==> config.mk <==
export PLATFORM = sky130hd
export DESIGN_NAME = tlms_controller
export DESIGN_NICKNAME = d
export VERILOG_FILES = /design/src/design/tlms_pkg.sv /design/src/design/tlms_controller.sv
export SDC_FILE = /design/constraint.sdc
export NUM_CORES = 1
export LEC_CHECK = 0
export ABC_AREA = 1
export BUFFER_PORTS_ARGS = -buffer_cell sky130_fd_sc_hd__buf_2
export CAP_MARGIN = 40
export CORE_AREA = 2 2 39 41
export CTS_CLUSTER_DIAMETER = 80
export DETAILED_ROUTE_END_ITERATION = 8
export DIE_AREA = 0 0 41 43
export PLACE_DENSITY = 0.78
export SYNTH_ARGS = -nofsm -noshare
export SYNTH_HDL_FRONTEND = slang
export SYNTH_SLANG_ARGS = --single-unit
==> constraint.sdc <==
create_clock -name clock -period 1.55 [get_ports clock]
set_input_delay 0.155 -clock clock [delete_from_list [all_inputs] [get_ports clock]]
set_output_delay 0.155 -clock clock [all_outputs]
set_load 0.02 [all_outputs]
==> src/design/tlms_pkg.sv <==
// Package with the shared types and constants of the two-list merge sorter.
`default_nettype none

package tlms_pkg;

   localparam int WORD_WIDTH     = 32;
   localparam int CMD_WIDTH      = 2;
   localparam int MODE_WIDTH     = 2;
   localparam int CSR_ADDR_WIDTH = 3;
   localparam int CSR_DATA_WIDTH = 32;

   localparam logic [CMD_WIDTH-1:0] CMD_APPEND_FIRST  = 2'd0;
   localparam logic [CMD_WIDTH-1:0] CMD_APPEND_SECOND = 2'd1;
   localparam logic [CMD_WIDTH-1:0] CMD_READ          = 2'd2;

   localparam logic [MODE_WIDTH-1:0] MODE_FIRST_SECOND = 2'd0;
   localparam logic [MODE_WIDTH-1:0] MODE_SECOND_FIRST = 2'd1;
   localparam logic [MODE_WIDTH-1:0] MODE_ASCENDING    = 2'd2;
   localparam logic [MODE_WIDTH-1:0] MODE_DESCENDING   = 2'd3;

   localparam logic [CSR_ADDR_WIDTH-1:0] CSR_MODE_ADDR = 3'd0;

   typedef enum logic [3:0] {
      ST_IDLE,
      ST_COPY_CHECK,
      ST_COPY_MOVE,
      ST_SORT_NEXT,
      ST_SORT_LOAD,
      ST_SORT_CHECK,
      ST_SORT_CMP,
      ST_SORT_PLACE,
      ST_READ_ISSUE,
      ST_READ_EMIT,
      ST_EMPTY_EMIT
   } ctrl_state_type;

   typedef enum logic [1:0] {
      RD_POSITION,
      RD_SORT_I,
      RD_SORT_J
   } rd_sel_type;

   typedef struct packed {
      logic       append_first;
      logic       append_second;
      logic       copy_reset;
      logic       copy_next_seg;
      logic       copy_move;
      logic       sort_start;
      logic       sort_load;
      logic       sort_shift;
      logic       sort_place;
      logic       finish_arrange;
      logic       emit_word;
      logic       emit_empty;
      rd_sel_type rd_sel;
   } ctl_cmd_type;

   typedef struct packed {
      logic copy_done;
      logic copy_seg;
      logic sort_wanted;
      logic sort_done;
      logic j_zero;
      logic goes_first;
      logic total_zero;
      logic arranged;
      logic out_free;
   } ctl_status_type;

endpackage

`default_nettype wire

==> src/design/tlms_controller.sv <==
// Controller state machine that sequences loading, arranging and reading out.
`default_nettype none

module tlms_controller (
   input  wire                              clock,
   input  wire                              reset,
   input  wire                              req_valid,
   input  wire [tlms_pkg::CMD_WIDTH-1:0]    req_command,
   output logic                             req_ready,
   input  tlms_pkg::ctl_status_type         status,
   output tlms_pkg::ctl_cmd_type            cmd
);

   tlms_pkg::ctrl_state_type state_ff;
   tlms_pkg::ctrl_state_type state_in;
   logic                     accept;

   assign accept = req_valid && (state_ff == tlms_pkg::ST_IDLE);

   always_comb begin
      state_in = state_ff;
      unique case (state_ff)
         tlms_pkg::ST_IDLE: begin
            if (accept && req_command == tlms_pkg::CMD_READ) begin
               if (status.total_zero) begin
                  state_in = tlms_pkg::ST_EMPTY_EMIT;
               end else if (status.arranged) begin
                  state_in = tlms_pkg::ST_READ_EMIT;
               end else begin
                  state_in = tlms_pkg::ST_COPY_CHECK;
               end
            end
         end
         tlms_pkg::ST_COPY_CHECK: begin
            if (!status.copy_done) begin
               state_in = tlms_pkg::ST_COPY_MOVE;
            end else if (status.copy_seg) begin
               state_in = status.sort_wanted ? tlms_pkg::ST_SORT_NEXT
                                             : tlms_pkg::ST_READ_ISSUE;
            end
         end
         tlms_pkg::ST_COPY_MOVE: state_in = tlms_pkg::ST_COPY_CHECK;
         tlms_pkg::ST_SORT_NEXT: begin
            state_in = status.sort_done ? tlms_pkg::ST_READ_ISSUE : tlms_pkg::ST_SORT_LOAD;
         end
         tlms_pkg::ST_SORT_LOAD: state_in = tlms_pkg::ST_SORT_CHECK;
         tlms_pkg::ST_SORT_CHECK: begin
            state_in = status.j_zero ? tlms_pkg::ST_SORT_PLACE : tlms_pkg::ST_SORT_CMP;
         end
         tlms_pkg::ST_SORT_CMP: begin
            state_in = status.goes_first ? tlms_pkg::ST_SORT_CHECK : tlms_pkg::ST_SORT_PLACE;
         end
         tlms_pkg::ST_SORT_PLACE: state_in = tlms_pkg::ST_SORT_NEXT;
         tlms_pkg::ST_READ_ISSUE: state_in = tlms_pkg::ST_READ_EMIT;
         tlms_pkg::ST_READ_EMIT: begin
            if (status.out_free) begin
               state_in = tlms_pkg::ST_IDLE;
            end
         end
         tlms_pkg::ST_EMPTY_EMIT: begin
            if (status.out_free) begin
               state_in = tlms_pkg::ST_IDLE;
            end
         end
         default: state_in = tlms_pkg::ST_IDLE;
      endcase
   end

   always_comb begin
      cmd        = '0;
      cmd.rd_sel = tlms_pkg::RD_POSITION;
      req_ready  = 1'b0;
      unique case (state_ff)
         tlms_pkg::ST_IDLE: begin
            req_ready         = 1'b1;
            cmd.append_first  = accept && req_command == tlms_pkg::CMD_APPEND_FIRST;
            cmd.append_second = accept && req_command == tlms_pkg::CMD_APPEND_SECOND;
            cmd.copy_reset    = accept && req_command == tlms_pkg::CMD_READ;
         end
         tlms_pkg::ST_COPY_CHECK: begin
            cmd.copy_next_seg  = status.copy_done && !status.copy_seg;
            cmd.sort_start     = status.copy_done && status.copy_seg && status.sort_wanted;
            cmd.finish_arrange = status.copy_done && status.copy_seg && !status.sort_wanted;
         end
         tlms_pkg::ST_COPY_MOVE: cmd.copy_move = 1'b1;
         tlms_pkg::ST_SORT_NEXT: begin
            cmd.rd_sel         = tlms_pkg::RD_SORT_I;
            cmd.finish_arrange = status.sort_done;
         end
         tlms_pkg::ST_SORT_LOAD: cmd.sort_load = 1'b1;
         tlms_pkg::ST_SORT_CHECK: cmd.rd_sel = tlms_pkg::RD_SORT_J;
         tlms_pkg::ST_SORT_CMP: cmd.sort_shift = status.goes_first;
         tlms_pkg::ST_SORT_PLACE: cmd.sort_place = 1'b1;
         tlms_pkg::ST_READ_ISSUE: cmd.rd_sel = tlms_pkg::RD_POSITION;
         tlms_pkg::ST_READ_EMIT: cmd.emit_word = status.out_free;
         tlms_pkg::ST_EMPTY_EMIT: cmd.emit_empty = status.out_free;
         default: cmd.rd_sel = tlms_pkg::RD_POSITION;
      endcase
   end

   always_ff @(posedge clock) begin
      if (reset) begin
         state_ff <= tlms_pkg::ST_IDLE;
      end else begin
         state_ff <= state_in;
      end
   end

endmodule

`default_nettype wire

==> impl_metrics.env <==
export IMPL_syn_nets=106
export IMPL_p_int_w=0.000483
export IMPL_tritoncts="built"
export IMPL_report_final_slew_viol_count=0
export IMPL_cp_cell_sequence="nor2_2 -> nand2_1 -> inv_2 -> nand2_1 -> nor3_1 -> buf_2"
export IMPL_p_switching_w=0.000554
export IMPL_top_regs="state_ff: 4 flops"
export IMPL_drtIter0Drc=20
export IMPL_cts_inserted_buffers=3
export IMPL_num_antenna_cells=0
export IMPL_port_buffers=28
export IMPL_finClkSkew_ps=0.279
export IMPL_tightestPinTransition_ps=193
export IMPL_critical_path_class="flip-flop to output port"
export IMPL_avgViaCountPerCell=4.69
export IMPL_cts_sinks=4
export IMPL_synth_avg_cell_area_sq_um=5.00
export IMPL_grt_antenna_before_repair=0
export IMPL_grt_pass1_wl_mm=2.04
export IMPL_critPathMaxFanout=5
export IMPL_final_hold_viol_count=0
export IMPL_tns_ps=0
export IMPL_grt_max_degree=7
export IMPL_largest_reg_flops=4
export IMPL_layout_commonest_cell="nand2_1"
export IMPL_wl_per_cell_um=9.08
export IMPL_clockBufferDepth=2
export IMPL_syn_cell_area_sq_um=460
export IMPL_synthToLayoutAreaGrowth_pct=46.7
export IMPL_grt_pass1_vias=592
export IMPL_setup_viol=0
export IMPL_drtPass1Iterations=4
export IMPL_rsz0062_at_grt="yes"
export IMPL_seq_area_frac_synth=0.174
export IMPL_top_register="state_ff"
export IMPL_drv_cap=0
export IMPL_p_per_area_nw_per_um2=1530
export IMPL_synth_cells=92
export IMPL_final_area_sq_um=676
export IMPL_yosysUniqueCellTypes=14
export IMPL_power_frac_clock=0.121
export IMPL_dieArea_sq_um=1760
export IMPL_power_frac_comb=0.688
export IMPL_cts_hold_buf=0
export IMPL_start_util=0.333
export IMPL_path_clk_slew_ps=40
export IMPL_ioPinCount=29
export IMPL_whs_path_depth=2
export IMPL_coreArea_sq_um=1380
export IMPL_htreeDepth=1
export IMPL_r2r_cells=9
export IMPL_max_stage_delay_ps=330
export IMPL_fin_crit_ps=1430
export IMPL_final_nets=140
export IMPL_p_sw_frac=0.534
export IMPL_ys_seq_elements=4
export IMPL_dp_hpwl_mm=1.07
export IMPL_min_period_over_period=0.925
export IMPL_final_cell_mix="nand2_1, buf_2, inv_1, nor2_1, a21oi_1"
export IMPL_power_leakage_nw=0.407
export IMPL_ant_nets=0
export IMPL_required_ps=1390
export IMPL_dieHeight_um=43
export IMPL_gp_congestion=0.844
export IMPL_ys_warn_count=0
export IMPL_cpMaxStageDelayCell="dfxtp_1"
export IMPL_status="complete, no violations"
export IMPL_final_core_util=0.488
export IMPL_rows=14
export IMPL_dieWidth_um=41
export IMPL_grt_usage=0.165
export IMPL_crit_top_cell="nand2_1"
export IMPL_totalWireLength_mm=1.27
export IMPL_drive_above_1_share=0.379
export IMPL_min_path_type="primary input to flip-flop"
export IMPL_cts_root_buf="clkbuf_4"
export IMPL_seq_power_share=0.191
export IMPL_num_vias=657
export IMPL_worst_setup_path_end_kind="output port"
export IMPL_crit_arrival_ps=1280
export IMPL_route_detailed_drc=0
export IMPL_slew_headroom=0.871
export IMPL_start_kind="flip-flop"
export IMPL_clock_fmax_mhz=698
export IMPL_place_area_sq_um=621
export IMPL_grt_overflow_total=0
export IMPL_insertion_delay_ps=230
export IMPL_ir_worst_vdd_mv=0.799
## area by class of cell
class                      instances  area, sq um
fill                             151          708
multi-input combinational         72          343
timing repair buffer              29          148
sequential                         4         82.6
inverter                          16         60.1
clock buffer                       3         22.5
tap                               16         20.0
## critical path, delay by kind of cell, from the launching register on
kind	cells	cell delay [ps]
flops	1	330
buf+inv	2	260
simple gates	4	450
## through the flow
step                      std cells  setup slack [ps]  power (W)  hold slack, ps
after CTS                       140              20.6   0.000990             128
after global routing            140             -12.9    0.00116             132
after global placement          136               249   0.000844             366
final                           140               117    0.00104             128
after floorplan                  92               135   0.000682             224
after detailed placement        136               251   0.000845             371
## worst paths after layout
| check | endpoint | start | slack, ps |
|---|---|---|---|
| worst max register to register | state_ff[0]$_SDFFE_PP0P_ | state_ff[2]$_SDFFE_PP0P_ | 240 |
| worst max-delay path | cmd[12] | state_ff[3]$_SDFFE_PP0P_ | 120 |
| worst min register to register | state_ff[0]$_SDFFE_PP0P_ | state_ff[0]$_SDFFE_PP0P_ | 510 |
| worst min-delay path | state_ff[1]$_SDFFE_PP0P_ | reset | 130 |
## cells by family after synthesis
family / Yosys count / share of synthesized area
DFF: 4 / 0.174
buffers and inverters: 16 / 0.130
and+or+nand+nor: 64 / 0.601
AOI/OAI and AO/OA: 8 / 0.0951
## repair_timing
action,CTS,global route
endpoints found under the hold margin,0,0
buffers inserted,1,0
gates resized for setup,0,11
pin swaps,1,1
setup endpoints to repair,1,6
## cells in the mapped netlist
library cell | n | area [sq um]
inv_1 | 14 | 52.6
nor2_1 | 17 | 63.8
nand4_1 | 2 | 12.5
o21ai_0 | 2 | 10.0
dfxtp_1 | 4 | 80.1
a21oi_1 | 5 | 25.0
o21ai_2 | 1 | 8.76
inv_2 | 2 | 7.51
nor2_2 | 1 | 6.26
nand3_1 | 3 | 15.0
nand2_1 | 33 | 124
nand3b_1 | 2 | 15.0
nor3_1 | 4 | 20.0
nand3_2 | 2 | 20.0
## routing by layer
layer | vias to the layer above | part of all wire | routed length [um] | GRT usage
met5 | - | 0 | 0 | 0
met1 | 281 | 0.43 | 542 | 0.187
met3 | 0 | 0.070 | 89 | 0.0628
met2 | 22 | 0.50 | 639 | 0.284
li1 | 354 | - | - | -
met4 | 0 | 0 | 0 | 0.0200
## power by group through the flow
| stage | Sequential [W] | Combinational (W) | Clock, W |
|---|---|---|---|
| after floorplan | 0.000169 | 0.000513 | 0 |
| after global placement | 0.000175 | 0.000668 | 0 |
| after detailed placement | 0.000177 | 0.000668 | 0 |
| after CTS | 0.000176 | 0.000684 | 0.000130 |
| after global routing | 0.000204 | 0.000813 | 0.000141 |
| final | 0.000198 | 0.000713 | 0.000126 |
No activity file was read; power rests on OpenSTA's default activity.
